<file path="config.mk">
export PLATFORM = sky130hd
export DESIGN_NAME = trimmed_mean_rolling_average_filter_flat
export DESIGN_NICKNAME = d
export VERILOG_FILES = /design/src/hw/rtl/tmraf_pkg.sv /design/src/hw/rtl/tmraf_stream_if.sv /design/src/hw/rtl/tmraf_div.sv /design/src/hw/rtl/tmraf_ctrl.sv /design/src/hw/rtl/tmraf_datapath.sv /design/src/hw/rtl/trimmed_mean_rolling_average_filter.sv /design/src/flat_wrapper.sv
export SDC_FILE = /design/constraint.sdc
export NUM_CORES = 2
export LEC_CHECK = 0
export BUFFER_PORTS_ARGS = -buffer_cell sky130_fd_sc_hd__buf_2
export CAP_MARGIN = 15
export CORE_ASPECT_RATIO = 0.6
export CORE_MARGIN = 3
export CORE_UTILIZATION = 46
export CTS_CLUSTER_SIZE = 24
export DETAILED_ROUTE_END_ITERATION = 16
export PLACE_DENSITY = 0.63
export SYNTH_ARGS = -nofsm -noshare
export SYNTH_HDL_FRONTEND = slang
export SYNTH_HIERARCHICAL = 1
export SYNTH_SLANG_ARGS = --single-unit
</file>
<file path="constraint.sdc">
create_clock -name clk -period 19.2 [get_ports clk]
set_clock_uncertainty 0.05 [all_clocks]
set_input_delay 0.96 -clock clk [delete_from_list [all_inputs] [get_ports clk]]
set_output_delay 0.96 -clock clk [all_outputs]
set_load 0.05 [all_outputs]
</file>
<file path="src/hw/rtl/tmraf_pkg.sv">
// Package with the shared types, constants and the gain table of the filter.
package tmraf_pkg;

    localparam int UV_W  = 24;
    localparam int SUM_W = 28;
    localparam int FS_W  = 23;
    localparam int DEN_W = 5;

    localparam logic REG_PH  = 1'b0;
    localparam logic REG_ORP = 1'b1;

    typedef struct packed {
        logic take_in;
        logic do_mul;
        logic do_acc;
        logic trim_start;
        logic trim_empty;
        logic ring_wr;
        logic sum_rd;
        logic sum_add;
        logic div2_start;
        logic load_out;
    } cmd_t;

    typedef struct packed {
        logic in_clear;
        logic last_sample;
        logic no_valid;
        logic div_done;
        logic sum_last;
        logic out_free;
    } sts_t;

    function automatic logic [FS_W-1:0] full_scale_uv(input logic [2:0] code);
        logic [FS_W-1:0] fs;
        unique case (code)
            3'd0:    fs = 23'd6144000;
            3'd1:    fs = 23'd4096000;
            3'd2:    fs = 23'd2048000;
            3'd3:    fs = 23'd1024000;
            3'd4:    fs = 23'd512000;
            3'd5:    fs = 23'd256000;
            default: fs = 23'd4096000;
        endcase
        return fs;
    endfunction

endpackage

</file>
<file path="src/hw/rtl/tmraf_stream_if.sv">
// Stream interfaces for the sample items and the result items.
interface tmraf_in_if;
    logic               valid;
    logic               ready;
    logic               command;
    logic               channel;
    logic signed [15:0] sample;
    logic               sample_ok;

    modport source (output valid, command, channel, sample, sample_ok, input ready);
    modport sink   (input valid, command, channel, sample, sample_ok, output ready);
endinterface

interface tmraf_out_if;
    logic               valid;
    logic               ready;
    logic               out_channel;
    logic signed [23:0] filtered_uv;
    logic               filtered_ok;
    logic [4:0]         fill_level;

    modport source (output valid, out_channel, filtered_uv, filtered_ok, fill_level,
                    input ready);
    modport sink   (input valid, out_channel, filtered_uv, filtered_ok, fill_level,
                    output ready);
endinterface

</file>
<file path="src/hw/rtl/tmraf_div.sv">
// Iterative signed-by-unsigned divider, one quotient bit per cycle, truncating.
module tmraf_div (
    input  logic                              clk,
    input  logic                              rst_n,
    input  logic                              start,
    input  logic signed [tmraf_pkg::SUM_W-1:0] num,
    input  logic [tmraf_pkg::DEN_W-1:0]       den,
    output logic                              done,
    output logic signed [tmraf_pkg::SUM_W-1:0] quo
);
    localparam int W  = tmraf_pkg::SUM_W;
    localparam int DW = tmraf_pkg::DEN_W;
    localparam int CW = $clog2(W + 1);

    logic          busy_reg, busy_next;
    logic          done_reg, done_next;
    logic [CW-1:0] cnt_reg, cnt_next;
    logic [DW:0]   rem_reg, rem_next;
    logic [W-1:0]  q_reg, q_next;
    logic [DW-1:0] den_reg, den_next;
    logic          neg_reg, neg_next;
    logic [DW:0]   rem_sh;
    logic          q_bit;

    always_comb
    begin
        busy_next = busy_reg;
        done_next = 1'b0;
        cnt_next  = cnt_reg;
        rem_next  = rem_reg;
        q_next    = q_reg;
        den_next  = den_reg;
        neg_next  = neg_reg;
        rem_sh    = {rem_reg[DW-1:0], q_reg[W-1]};
        q_bit     = (rem_sh >= {1'b0, den_reg});
        if (start)
        begin
            busy_next = 1'b1;
            cnt_next  = CW'(W);
            rem_next  = '0;
            q_next    = num[W-1] ? W'(-num) : W'(num);
            den_next  = den;
            neg_next  = num[W-1];
        end
        else if (busy_reg)
        begin
            rem_next = q_bit ? (rem_sh - {1'b0, den_reg}) : rem_sh;
            q_next   = {q_reg[W-2:0], q_bit};
            cnt_next = cnt_reg - 1'b1;
            if (cnt_reg == CW'(1))
            begin
                busy_next = 1'b0;
                done_next = 1'b1;
            end
        end
    end

    always_ff @(posedge clk or negedge rst_n)
    begin
        if (!rst_n)
        begin
            busy_reg <= 1'b0;
            done_reg <= 1'b0;
            cnt_reg  <= '0;
        end
        else
        begin
            busy_reg <= busy_next;
            done_reg <= done_next;
            cnt_reg  <= cnt_next;
        end
    end

    always_ff @(posedge clk)
    begin
        rem_reg <= rem_next;
        q_reg   <= q_next;
        den_reg <= den_next;
        neg_reg <= neg_next;
    end

    assign done = done_reg;
    assign quo  = neg_reg ? -$signed(q_reg) : $signed(q_reg);
endmodule

</file>
<file path="src/hw/rtl/tmraf_ctrl.sv">
// Controller state machine that sequences the filter datapath.
module tmraf_ctrl (
    input  logic             clk,
    input  logic             rst_n,
    input  logic             in_valid,
    output logic             in_ready,
    input  tmraf_pkg::sts_t  sts,
    output tmraf_pkg::cmd_t  cmd
);
    localparam logic [3:0] S_IDLE = 4'd0;
    localparam logic [3:0] S_MUL  = 4'd1;
    localparam logic [3:0] S_ACC  = 4'd2;
    localparam logic [3:0] S_TRIM = 4'd3;
    localparam logic [3:0] S_DIV1 = 4'd4;
    localparam logic [3:0] S_WR   = 4'd5;
    localparam logic [3:0] S_RD   = 4'd6;
    localparam logic [3:0] S_ADD  = 4'd7;
    localparam logic [3:0] S_DIV2S = 4'd8;
    localparam logic [3:0] S_DIV2 = 4'd9;
    localparam logic [3:0] S_DONE = 4'd10;

    logic [3:0] state_reg, state_next;

    always_comb
    begin
        state_next = state_reg;
        cmd        = '0;
        in_ready   = 1'b0;
        unique case (state_reg)
            S_IDLE:
            begin
                in_ready = 1'b1;
                if (in_valid)
                begin
                    cmd.take_in = 1'b1;
                    if (!sts.in_clear)
                        state_next = S_MUL;
                end
            end
            S_MUL:
            begin
                cmd.do_mul = 1'b1;
                state_next = S_ACC;
            end
            S_ACC:
            begin
                cmd.do_acc = 1'b1;
                state_next = sts.last_sample ? S_TRIM : S_IDLE;
            end
            S_TRIM:
            begin
                if (sts.no_valid)
                begin
                    cmd.trim_empty = 1'b1;
                    state_next     = S_DONE;
                end
                else
                begin
                    cmd.trim_start = 1'b1;
                    state_next     = S_DIV1;
                end
            end
            S_DIV1:
            begin
                if (sts.div_done)
                    state_next = S_WR;
            end
            S_WR:
            begin
                cmd.ring_wr = 1'b1;
                state_next  = S_RD;
            end
            S_RD:
            begin
                cmd.sum_rd = 1'b1;
                state_next = S_ADD;
            end
            S_ADD:
            begin
                cmd.sum_add = 1'b1;
                state_next  = sts.sum_last ? S_DIV2S : S_RD;
            end
            S_DIV2S:
            begin
                cmd.div2_start = 1'b1;
                state_next     = S_DIV2;
            end
            S_DIV2:
            begin
                if (sts.div_done)
                    state_next = S_DONE;
            end
            S_DONE:
            begin
                if (sts.out_free)
                begin
                    cmd.load_out = 1'b1;
                    state_next   = S_IDLE;
                end
            end
            default:
                state_next = S_IDLE;
        endcase
    end

    always_ff @(posedge clk or negedge rst_n)
    begin
        if (!rst_n)
            state_reg <= S_IDLE;
        else
            state_reg <= state_next;
    end
endmodule

</file>
<file path="src/hw/rtl/tmraf_datapath.sv">
// Datapath: scaling, batch statistics, ring memory, sums and result register.
module tmraf_datapath #(
    parameter int BATCH_SAMPLES = 10,
    parameter int AVG_WINDOW    = 5
) (
    input  logic                      clk,
    input  logic                      rst_n,
    input  tmraf_pkg::cmd_t           cmd,
    output tmraf_pkg::sts_t           sts,
    input  logic                      in_command,
    input  logic                      in_channel,
    input  logic signed [15:0]        in_sample,
    input  logic                      in_sample_ok,
    input  logic [2:0]                ph_gain,
    input  logic [2:0]                orp_gain,
    output logic                      out_valid,
    input  logic                      out_ready,
    output logic                      out_channel,
    output logic signed [23:0]        filtered_uv,
    output logic                      filtered_ok,
    output logic [4:0]                fill_level
);
    localparam int UW = tmraf_pkg::UV_W;
    localparam int SW = tmraf_pkg::SUM_W;
    localparam int DW = tmraf_pkg::DEN_W;
    localparam int FW = $clog2(AVG_WINDOW + 1);
    localparam int DEPTH = 2 * AVG_WINDOW;
    localparam int AW = $clog2(DEPTH);

    logic                 ch_reg;
    logic signed [15:0]   smp_reg;
    logic                 sok_reg;
    logic signed [39:0]   prod_reg;
    logic [3:0]           cnt_reg;
    logic [3:0]           nval_reg;
    logic signed [SW-1:0] sum_reg;
    logic signed [UW-1:0] min_reg;
    logic signed [UW-1:0] max_reg;
    logic [FW-1:0]        fill_reg [2];
    logic [FW-1:0]        pos_reg [2];
    logic [UW-1:0]        ring_mem [DEPTH];
    logic signed [UW-1:0] rd_reg;
    logic [FW-1:0]        idx_reg;
    logic signed [SW-1:0] acc_reg;
    logic                 res_ok_reg;
    logic                 oval_reg;
    logic                 och_reg;
    logic signed [UW-1:0] ouv_reg;
    logic                 ook_reg;
    logic [4:0]           ofill_reg;

    logic [tmraf_pkg::FS_W-1:0] fs;
    logic signed [39:0]   prod_adj;
    logic signed [UW-1:0] v;
    logic signed [SW-1:0] div_num;
    logic [DW-1:0]        div_den;
    logic                 div_start;
    logic                 div_done;
    logic signed [SW-1:0] div_quo;
    logic [AW-1:0]        base;
    logic [AW-1:0]        wr_addr;
    logic [AW-1:0]        rd_addr;
    logic [FW-1:0]        cur_fill;
    logic [FW-1:0]        cur_pos;

    assign fs       = tmraf_pkg::full_scale_uv(ch_reg ? orp_gain : ph_gain);
    assign prod_adj = prod_reg + (prod_reg[39] ? 40'sd32767 : 40'sd0);
    assign v        = prod_adj[38:15];
    assign cur_fill = fill_reg[ch_reg];
    assign cur_pos  = pos_reg[ch_reg];
    assign base     = ch_reg ? AW'(AVG_WINDOW) : '0;
    assign wr_addr  = base + AW'(cur_pos);
    assign rd_addr  = base + AW'(idx_reg);

    always_comb
    begin
        if (cmd.div2_start)
        begin
            div_num = acc_reg;
            div_den = DW'(cur_fill);
        end
        else if (nval_reg <= 4'd2)
        begin
            div_num = sum_reg;
            div_den = {1'b0, nval_reg};
        end
        else
        begin
            div_num = sum_reg - SW'(min_reg) - SW'(max_reg);
            div_den = {1'b0, nval_reg - 4'd2};
        end
    end

    assign div_start = cmd.trim_start | cmd.div2_start;

    tmraf_div u_div (
        .clk   (clk),
        .rst_n (rst_n),
        .start (div_start),
        .num   (div_num),
        .den   (div_den),
        .done  (div_done),
        .quo   (div_quo)
    );

    // Input capture, product, ring memory read and write, and output registers.
    always_ff @(posedge clk)
    begin
        if (cmd.take_in)
        begin
            ch_reg  <= in_channel;
            smp_reg <= in_sample;
            sok_reg <= in_sample_ok;
        end
        if (cmd.do_mul)
            prod_reg <= 40'(smp_reg * $signed({1'b0, fs}));
        if (cmd.sum_rd)
            rd_reg <= ring_mem[rd_addr];
        if (cmd.ring_wr)
            ring_mem[wr_addr] <= div_quo[UW-1:0];
        if (cmd.load_out)
        begin
            och_reg   <= ch_reg;
            ouv_reg   <= res_ok_reg ? div_quo[UW-1:0] : '0;
            ook_reg   <= res_ok_reg;
            ofill_reg <= 5'(cur_fill);
        end
    end

    always_ff @(posedge clk or negedge rst_n)
    begin
        if (!rst_n)
        begin
            cnt_reg    <= '0;
            nval_reg   <= '0;
            sum_reg    <= '0;
            min_reg    <= '0;
            max_reg    <= '0;
            fill_reg   <= '{default: '0};
            pos_reg    <= '{default: '0};
            idx_reg    <= '0;
            acc_reg    <= '0;
            res_ok_reg <= 1'b0;
            oval_reg   <= 1'b0;
        end
        else
        begin
            if (cmd.take_in && in_command)
            begin
                fill_reg[in_channel] <= '0;
                pos_reg[in_channel]  <= '0;
            end
            if (cmd.do_acc)
            begin
                cnt_reg <= (cnt_reg == 4'(BATCH_SAMPLES - 1)) ? 4'd0 : cnt_reg + 4'd1;
                if (sok_reg)
                begin
                    if (nval_reg == 4'd0)
                    begin
                        min_reg <= v;
                        max_reg <= v;
                    end
                    else
                    begin
                        if (v < min_reg)
                            min_reg <= v;
                        if (v > max_reg)
                            max_reg <= v;
                    end
                    sum_reg  <= sum_reg + SW'(v);
                    nval_reg <= nval_reg + 4'd1;
                end
            end
            if (cmd.trim_empty || cmd.trim_start)
                res_ok_reg <= cmd.trim_start;
            if (cmd.trim_empty || cmd.ring_wr)
            begin
                nval_reg <= '0;
                sum_reg  <= '0;
                min_reg  <= '0;
                max_reg  <= '0;
            end
            if (cmd.ring_wr)
            begin
                pos_reg[ch_reg] <= (cur_pos == FW'(AVG_WINDOW - 1)) ? '0 : cur_pos + 1'b1;
                if (cur_fill < FW'(AVG_WINDOW))
                    fill_reg[ch_reg] <= cur_fill + 1'b1;
                idx_reg <= '0;
                acc_reg <= '0;
            end
            if (cmd.sum_add)
            begin
                acc_reg <= acc_reg + SW'(rd_reg);
                idx_reg <= idx_reg + 1'b1;
            end
            if (cmd.load_out)
                oval_reg <= 1'b1;
            else if (out_ready)
                oval_reg <= 1'b0;
        end
    end

    assign sts.in_clear    = in_command;
    assign sts.last_sample = (cnt_reg == 4'(BATCH_SAMPLES - 1));
    assign sts.no_valid    = (nval_reg == 4'd0);
    assign sts.div_done    = div_done;
    assign sts.sum_last    = ((idx_reg + 1'b1) == cur_fill);
    assign sts.out_free    = !oval_reg || out_ready;

    assign out_valid   = oval_reg;
    assign out_channel = och_reg;
    assign filtered_uv = ouv_reg;
    assign filtered_ok = ook_reg;
    assign fill_level  = ofill_reg;
endmodule

</file>
<file path="src/hw/rtl/trimmed_mean_rolling_average_filter.sv">
// Top level of the two-channel trimmed-mean and rolling-average filter.
//
//  Channel   Direction  Contents
//  in_ch     sink       command, channel, sample, sample_ok
//  out_ch    source     out_channel, filtered_uv, filtered_ok, fill_level
//  APB       slave      gain code registers at byte addresses 0 and 4
//
// A sample item that does not end a batch passes capture, multiply by the
// full scale and accumulate; a clear item only empties its channel's ring.
// The item that ends a batch also uses the shared bit-serial divider twice,
// unless no sample of the batch was valid, and sweeps the filled ring slots.
// Reset is asynchronous and active low; the ring memory is not cleared, as
// only filled slots are ever read. A result waits in the output register,
// and the block takes the next item while it waits; a stalled output blocks
// only the next batch end.
module trimmed_mean_rolling_average_filter #(
    parameter int BATCH_SAMPLES = 10,
    parameter int AVG_WINDOW    = 5
) (
    input  logic        clk,
    input  logic        rst_n,
    tmraf_in_if.sink    in_ch,
    tmraf_out_if.source out_ch,
    input  logic        psel,
    input  logic        penable,
    input  logic        pwrite,
    input  logic [2:0]  paddr,
    input  logic [31:0] pwdata,
    output logic [31:0] prdata,
    output logic        pready
);
    logic [2:0]      ph_gain_reg;
    logic [2:0]      orp_gain_reg;
    tmraf_pkg::cmd_t cmd;
    tmraf_pkg::sts_t sts;

    // Register file: the index is the word address bit, other bits are ignored.
    always_ff @(posedge clk or negedge rst_n)
    begin
        if (!rst_n)
        begin
            ph_gain_reg  <= 3'd1;
            orp_gain_reg <= 3'd1;
        end
        else if (psel && penable && pwrite)
        begin
            if (paddr[2] == tmraf_pkg::REG_PH)
                ph_gain_reg <= pwdata[2:0];
            else
                orp_gain_reg <= pwdata[2:0];
        end
    end

    assign pready = 1'b1;
    assign prdata = (paddr[2] == tmraf_pkg::REG_PH) ? {29'd0, ph_gain_reg}
                                                    : {29'd0, orp_gain_reg};

    // The controller sequences every item; the datapath holds the sample, batch and ring values.
    tmraf_ctrl u_ctrl (
        .clk      (clk),
        .rst_n    (rst_n),
        .in_valid (in_ch.valid),
        .in_ready (in_ch.ready),
        .sts      (sts),
        .cmd      (cmd)
    );

    tmraf_datapath #(
        .BATCH_SAMPLES (BATCH_SAMPLES),
        .AVG_WINDOW    (AVG_WINDOW)
    ) u_dp (
        .clk          (clk),
        .rst_n        (rst_n),
        .cmd          (cmd),
        .sts          (sts),
        .in_command   (in_ch.command),
        .in_channel   (in_ch.channel),
        .in_sample    (in_ch.sample),
        .in_sample_ok (in_ch.sample_ok),
        .ph_gain      (ph_gain_reg),
        .orp_gain     (orp_gain_reg),
        .out_valid    (out_ch.valid),
        .out_ready    (out_ch.ready),
        .out_channel  (out_ch.out_channel),
        .filtered_uv  (out_ch.filtered_uv),
        .filtered_ok  (out_ch.filtered_ok),
        .fill_level   (out_ch.fill_level)
    );
endmodule

</file>
<file path="src/flat_wrapper.sv">
// flat-port wrapper written by rule: the top's interface ports become plain ports
module trimmed_mean_rolling_average_filter_flat 
#(
    parameter int BATCH_SAMPLES = 10,
    parameter int AVG_WINDOW    = 5
)
  (clk, rst_n, psel, penable, pwrite, paddr, pwdata, prdata, pready, in_ch_valid, in_ch_command, in_ch_channel, in_ch_sample, in_ch_sample_ok, in_ch_ready, out_ch_valid, out_ch_out_channel, out_ch_filtered_uv, out_ch_filtered_ok, out_ch_fill_level, out_ch_ready);
  tmraf_in_if in_ch_i ();
  tmraf_out_if out_ch_i ();
  input  logic clk;
  input  logic rst_n;
  input  logic psel;
  input  logic penable;
  input  logic pwrite;
  input  logic [2:0] paddr;
  input  logic [31:0] pwdata;
  output logic [31:0] prdata;
  output logic pready;
  input wire logic [$bits(in_ch_i.valid)-1:0] in_ch_valid;
  input wire logic [$bits(in_ch_i.command)-1:0] in_ch_command;
  input wire logic [$bits(in_ch_i.channel)-1:0] in_ch_channel;
  input wire logic [$bits(in_ch_i.sample)-1:0] in_ch_sample;
  input wire logic [$bits(in_ch_i.sample_ok)-1:0] in_ch_sample_ok;
  output wire logic [$bits(in_ch_i.ready)-1:0] in_ch_ready;
  output wire logic [$bits(out_ch_i.valid)-1:0] out_ch_valid;
  output wire logic [$bits(out_ch_i.out_channel)-1:0] out_ch_out_channel;
  output wire logic [$bits(out_ch_i.filtered_uv)-1:0] out_ch_filtered_uv;
  output wire logic [$bits(out_ch_i.filtered_ok)-1:0] out_ch_filtered_ok;
  output wire logic [$bits(out_ch_i.fill_level)-1:0] out_ch_fill_level;
  input wire logic [$bits(out_ch_i.ready)-1:0] out_ch_ready;
  assign in_ch_i.valid = in_ch_valid;
  assign in_ch_i.command = in_ch_command;
  assign in_ch_i.channel = in_ch_channel;
  assign in_ch_i.sample = in_ch_sample;
  assign in_ch_i.sample_ok = in_ch_sample_ok;
  assign in_ch_ready = in_ch_i.ready;
  assign out_ch_valid = out_ch_i.valid;
  assign out_ch_out_channel = out_ch_i.out_channel;
  assign out_ch_filtered_uv = out_ch_i.filtered_uv;
  assign out_ch_filtered_ok = out_ch_i.filtered_ok;
  assign out_ch_fill_level = out_ch_i.fill_level;
  assign out_ch_i.ready = out_ch_ready;
  trimmed_mean_rolling_average_filter #(.BATCH_SAMPLES(BATCH_SAMPLES), .AVG_WINDOW(AVG_WINDOW)) u_core (.clk(clk), .rst_n(rst_n), .in_ch(in_ch_i), .out_ch(out_ch_i), .psel(psel), .penable(penable), .pwrite(pwrite), .paddr(paddr), .pwdata(pwdata), .prdata(prdata), .pready(pready));
endmodule
</file>
### Word-level counts from Yosys, hierarchy flattened

Memory sizes are Yosys's and may differ from the RTL's. A register that Yosys moved wholly into a read port is not among the register bits.
Cells that the tools add are included.
Widths: inputs -> output; s select.

* add/sub/neg operators: 17
* eq/ne operators: 23
* multiply operators: 1
* mux-type cells: 88
* reductions and logical operators: 25
* order comparisons: 9
* bitwise gates (word level): 7

Operator list (number)
* $mux 28: 10
* $mux 24: 11
* $pmux 23 s5: 1
* $add 28x24->28: 2
* $sub 28x24->28: 2
* $mux 4: 12
* $mux 3: 15
* $pmux 4 s11: 1
* $mul 16x24->40: 1
* $add 39x16->39: 1
* $mux 6: 5
* $neg 28->28: 1
* $gt 24x24->1: 1
* $lt 24x24->1: 1
* $neg 24->24: 1
* $mux 1: 23
* $eq 4x3->1 const B: 4
* $eq 4x4->1 const B: 4
* $mux 15: 1
* $mux 5: 3
* $and 6x6->6: 2
* $bwmux 6: 2
* $reduce_bool 2->1: 5
* $add 3x1->3 const B: 3
* other kinds (33): 58

* word-level logic and storage cells: 203
* memories kept: 1
* flip-flop bits (word level): 271
* output and inout port bits: 66
* bits in writable memories: 240
* bits of input ports: 61

Memory list
* u_core.u_dp.ring_mem: depth 10, bits a word 24, rd ports 1, clocked after memory_dff 1, write ports 1, line tmraf_datapath.sv:41 `logic [UW-1:0] ring_mem [DEPTH];`

### Logic depth before layout (Yosys ltp)

* depth in word-level cells: 11
* mapped depth: 30
* mapped depth without buffers: 28

### Modules after synthesis

Netlist, hierarchy kept.

Modules (own cells, without submodules)
* tmraf_datapath: area each 31753.0 µm², cells each 2803, seq. area each 13437.9 µm², times used 1
* tmraf_div: area each 3562.2 µm², cells each 405, seq. area each 1296.2 µm², times used 1
* trimmed_mean_rolling_average_filter: area each 523.0 µm², cells each 49, seq. area each 152.6 µm², times used 1
* tmraf_ctrl: area each 401.6 µm², cells each 52, seq. area each 100.1 µm², times used 1

### Least setup slack after synthesis

Ideal clock, no wire load.

* path kind: reg-to-reg
* start point: register u_core.u_dp.ch_reg
* end point: register u_core.u_dp.prod_reg[38] (data pin)
* arrival time: 7092 ps
* data required time: 18892 ps
* period minus slack after synthesis: 7399 ps
* path buffers: 4
* slack: 11801 ps
* stages on the path, launching flop included: 27
* setup time: 258 ps
* path through: edfxtp_1 -> clkbuf_1 -> buf_1 -> clkbuf_1 -> a21o_1 -> clkbuf_1 -> nand2_1 -> fa_1 -> fa_1 -> inv_1 -> fa_1 -> fa_1 -> fa_1 -> inv_1 -> fa_1 -> inv_1 -> ha_1 -> a21oi_1 -> o21bai_1 -> a21o_1 -> a2111oi_0 -> nor2_1 -> o41ai_2 -> o31ai_1 -> a21o_1 -> a21oi_1 -> xnor2_1

* cells in the longest elaborated chain, start to end: 4
* elaborated cells on any way between the ends: 8
* those cells by class: 1 x mul; 4 x eq/ne; 2 x mux; 1 x reduce/logical

Ends and longest elaborated chain
* start: declaration: line tmraf_datapath.sv:30 `logic ch_reg;`
* start signal: assignment: line tmraf_datapath.sv:111 `ch_reg <= in_channel;`
* $mux 3 (*): line tmraf_datapath.sv:66 `assign fs = tmraf_pkg::full_scale_uv(ch_reg ? orp_gain : ph_gain);`
* $eq 3x3->1 (tied with other cells): line tmraf_pkg.sv:36 `unique case (code)`
* $pmux 23 s5 (*): line tmraf_pkg.sv:36
* $mul 16x24->40 (*): line tmraf_datapath.sv:116 `prod_reg <= 40'(smp_reg * $signed({1'b0, fs}));`
* end signal: assignment: line tmraf_datapath.sv:116
* end: declaration: line tmraf_datapath.sv:33 `logic signed [39:0] prod_reg;`

Mark *: on every way between the ends. The rest lies on a longest branch, timed or not.
A chain may end at the register's enable or synchronous reset.

### Worst setup path after layout

* start point: register u_core.u_dp.ch_reg
* end point: register u_core.u_dp.prod_reg[39] (data pin)

The elaborated chain is that of the path after synthesis.

==> Flow_metrics.wiki <==
{| class="wikitable"
! Metric !! Value
|-
| Arrival time of data at the critical path endpoint || 8.86 ns
|-
| First drt pass iteration count || 7
|-
| Data required time of the critical path || 19.50 ns
|-
| Post-route standard cell area excluding fillers || 39200 um2
|-
| Total number of clock tree sinks || 525
|-
| Num rows || 78
|-
| RD Place Congestion || 0.855
|-
| Maximum Capacitance Violations || 0
|-
| Die Ht || 223 um
|-
| CTS Hold Bufs || 0
|-
| Number of global-route vias before repair || 23.6k
|-
| Number of nets with antenna violations after routing || 0
|-
| Total of endpoints with negative setup slack in the final report || 0
|-
| Detail-routed via count per cell || 5.56
|-
| Worst Setup Path Type || flop to flop
|-
| CTS Buffer Depth || 3
|-
| Number of violations reported at the end of detailed-routing iteration 0 || 2104
|-
| All-Layer GR Usage || 20.7%
|-
| Effective utilization at floorplan || 47.1%
|-
| Total CTS buffers || 51
|-
| Worst-skew pair later-pin latency || 0.61 ns
|-
| Detailed-placement wirelength estimate || 62200 um
|-
| Number of inserted diodes || 0
|-
| Post-detailed-route DRC marker count || 0
|-
| Clk slew on worst S/H paths || 0.07 ns
|-
| Most common cell type on the critical path || sky130_fd_sc_hd__fa_1
|-
| First-pass GRT wire length || 136000 um
|-
| Largest driver fanout on the critical path || 20
|-
| Total count of max-transition violations in the final report || 0
|-
| Worst min path class || input pin to asynchronous set/reset pin
|-
| Final Hold Fails || 0
|-
| Slowest stage cell, crit path || sky130_fd_sc_hd__edfxtp_1
|-
| Post-placement cell area || 37500 um2
|-
| Slew at the pin closest to its max-slew limit || 1.15 ns
|-
| Highest cell delay on the worst timing path || 0.68 ns
|-
| Max-slew headroom at the worst pin || 22.6%
|-
| Setup bufs post-CTS || 0
|-
| Final TNS setup || 0 ns
|-
| CTS tree || done
|-
| Number of port buffers || 63
|-
| Sort of element at the end of the critical path || flop
|-
| # IOs || 127
|-
| Minimum clock period after layout || 8.56 ns
|-
| Area overhead of the layout relative to synthesis || 8.56%
|-
| WHS || 0.339 ns
|-
| Flip-flop count of the largest register after layout || 240
|-
| Layout Cells excl Fill || 4399
|-
| Full die area || 82100 um2
|-
| Combined buffer and inverter count along the critical path || 5
|-
| Syn Inst Count || 3297
|-
| Routed wire length per instance || 19.3 um
|-
| Antenna violations before repair || 1
|-
| Status || completed
|-
| Fmax || 117 MHz
|-
| Maximum number of pins on one net before global-route repair || 84
|-
| Vias post-DR || 24.5k
|-
| Fin nets || 3827
|-
| Fill count || 6843
|-
| Clk Tree Root Cell || sky130_fd_sc_hd__clkbuf_16
|-
| Final clock period utilization by the worst path || 44.6%
|-
| Unrepaired setup endpoints after global routing || no
|-
| Layout cells sized above 1 || 10.5%
|-
| Synthesized area per cell || 11.0 um2
|-
| CTS resizes || 0
|-
| Placed insts || 4303
|-
| Final wirelength || 84900 um
|-
| Total number of H-tree levels || 2
|-
| Combined area of all synthesized cells || 36100 um2
|-
| Category of cells accounting for the largest share of critical-path delay || adder cells
|-
| Synth Warn # || 6
|-
| Floorplan core area || 76700 um2
|-
| Crit start category || flop
|-
| Chip width || 368 um
|-
| GRT Residual Overflow || 0
|}
cell usage in the layout, fill, tap and decap left out, types with 34 or more instances in the layout:
cell type                     n
sky130_fd_sc_hd__o21ai_0     97
sky130_fd_sc_hd__xor2_1      57
sky130_fd_sc_hd__mux2i_1     34
sky130_fd_sc_hd__xnor2_1    107
sky130_fd_sc_hd__ha_1       267
sky130_fd_sc_hd__nand2_1    262
sky130_fd_sc_hd__nor3_1      38
sky130_fd_sc_hd__nand2b_1    41
sky130_fd_sc_hd__a21oi_1    202
sky130_fd_sc_hd__a21o_1      58
sky130_fd_sc_hd__mux2_2      53
sky130_fd_sc_hd__nand3_1     61
sky130_fd_sc_hd__and2_1     126
sky130_fd_sc_hd__dfrtp_1    144
sky130_fd_sc_hd__nor2b_1     43
sky130_fd_sc_hd__inv_1      331
sky130_fd_sc_hd__clkbuf_16   51
sky130_fd_sc_hd__nor2_1     168
sky130_fd_sc_hd__a211oi_1    40
sky130_fd_sc_hd__buf_2       63
sky130_fd_sc_hd__fa_1       179
sky130_fd_sc_hd__buf_4       39
sky130_fd_sc_hd__edfxtp_1   374
sky130_fd_sc_hd__mux4_2      48
per-layer routing:
| layer | vias to the layer above | wire [um] | track usage, % |
|---|---|---|---|
| met5 | - | 0 | 0 |
| met4 | 0 | 843 | 2.91 |
| met3 | 68 | 6700 | 4.46 |
| met2 | 728 | 32100 | 26.7 |
| met1 | 12058 | 45200 | 35.1 |
| li1 | 11614 | - | - |
area by class of cell:
| cell class | count | area, um2 | area share [%] |
|---|---|---|---|
| Inverter | 333 | 1250 | 3.19 |
| Multi-Input combinational cell | 2303 | 19300 | 49.3 |
| Timing Repair Buffer | 104 | 627 | 1.60 |
| Clock buffer | 63 | 1320 | 3.37 |
| Clock inverter | 31 | 408 | 1.04 |
| Sequential cell | 525 | 15000 | 38.2 |
| Tap cell | 1040 | 1300 | 3.32 |
worst paths after layout:
check | start | end | slack (ns) | cells after the start
max | u_core/u_dp/ch_reg | u_core/u_dp/prod_reg[39] | 10.64 | 25
min | rst_n | u_core/u_dp/acc_reg[2] | 0.34 | 1
max reg2reg | u_core/u_dp/ch_reg | u_core/u_dp/prod_reg[39] | 10.64 | 25
min reg2reg | u_core/u_dp/min_reg[6] | u_core/u_dp/min_reg[6] | 0.44 | 1
max in group asynchronous | rst_n | u_core/ph_gain_reg[1] | 17.26 | 2
min in group clk | u_core/u_dp/min_reg[6] | u_core/u_dp/min_reg[6] | 0.44 | 1
through the flow:
stage                     util (%)  setup WS, ns
after floorplan                  -         11.80
after global placement        48.9         10.90
after detailed placement      48.9         10.80
after CTS                     51.1         10.77
after global routing          51.2         10.30
final                         51.2         10.64
worst reg2reg max path: cells and delay by family, from the launching register on:
kind	cells	cell delay, ns
adders and majority gates	7	3.36
AOI/OAI and AO/OA	6	1.67
and+or+nand+nor	5	1.52
DFF	1	0.68
buffers and inverters	5	0.53
xor gates and xnor gates	1	0.26
muxes	1	0.25
Power is not shown: default switching activity piles up to over one toggle a cycle in this logic, so the estimate is an artifact.
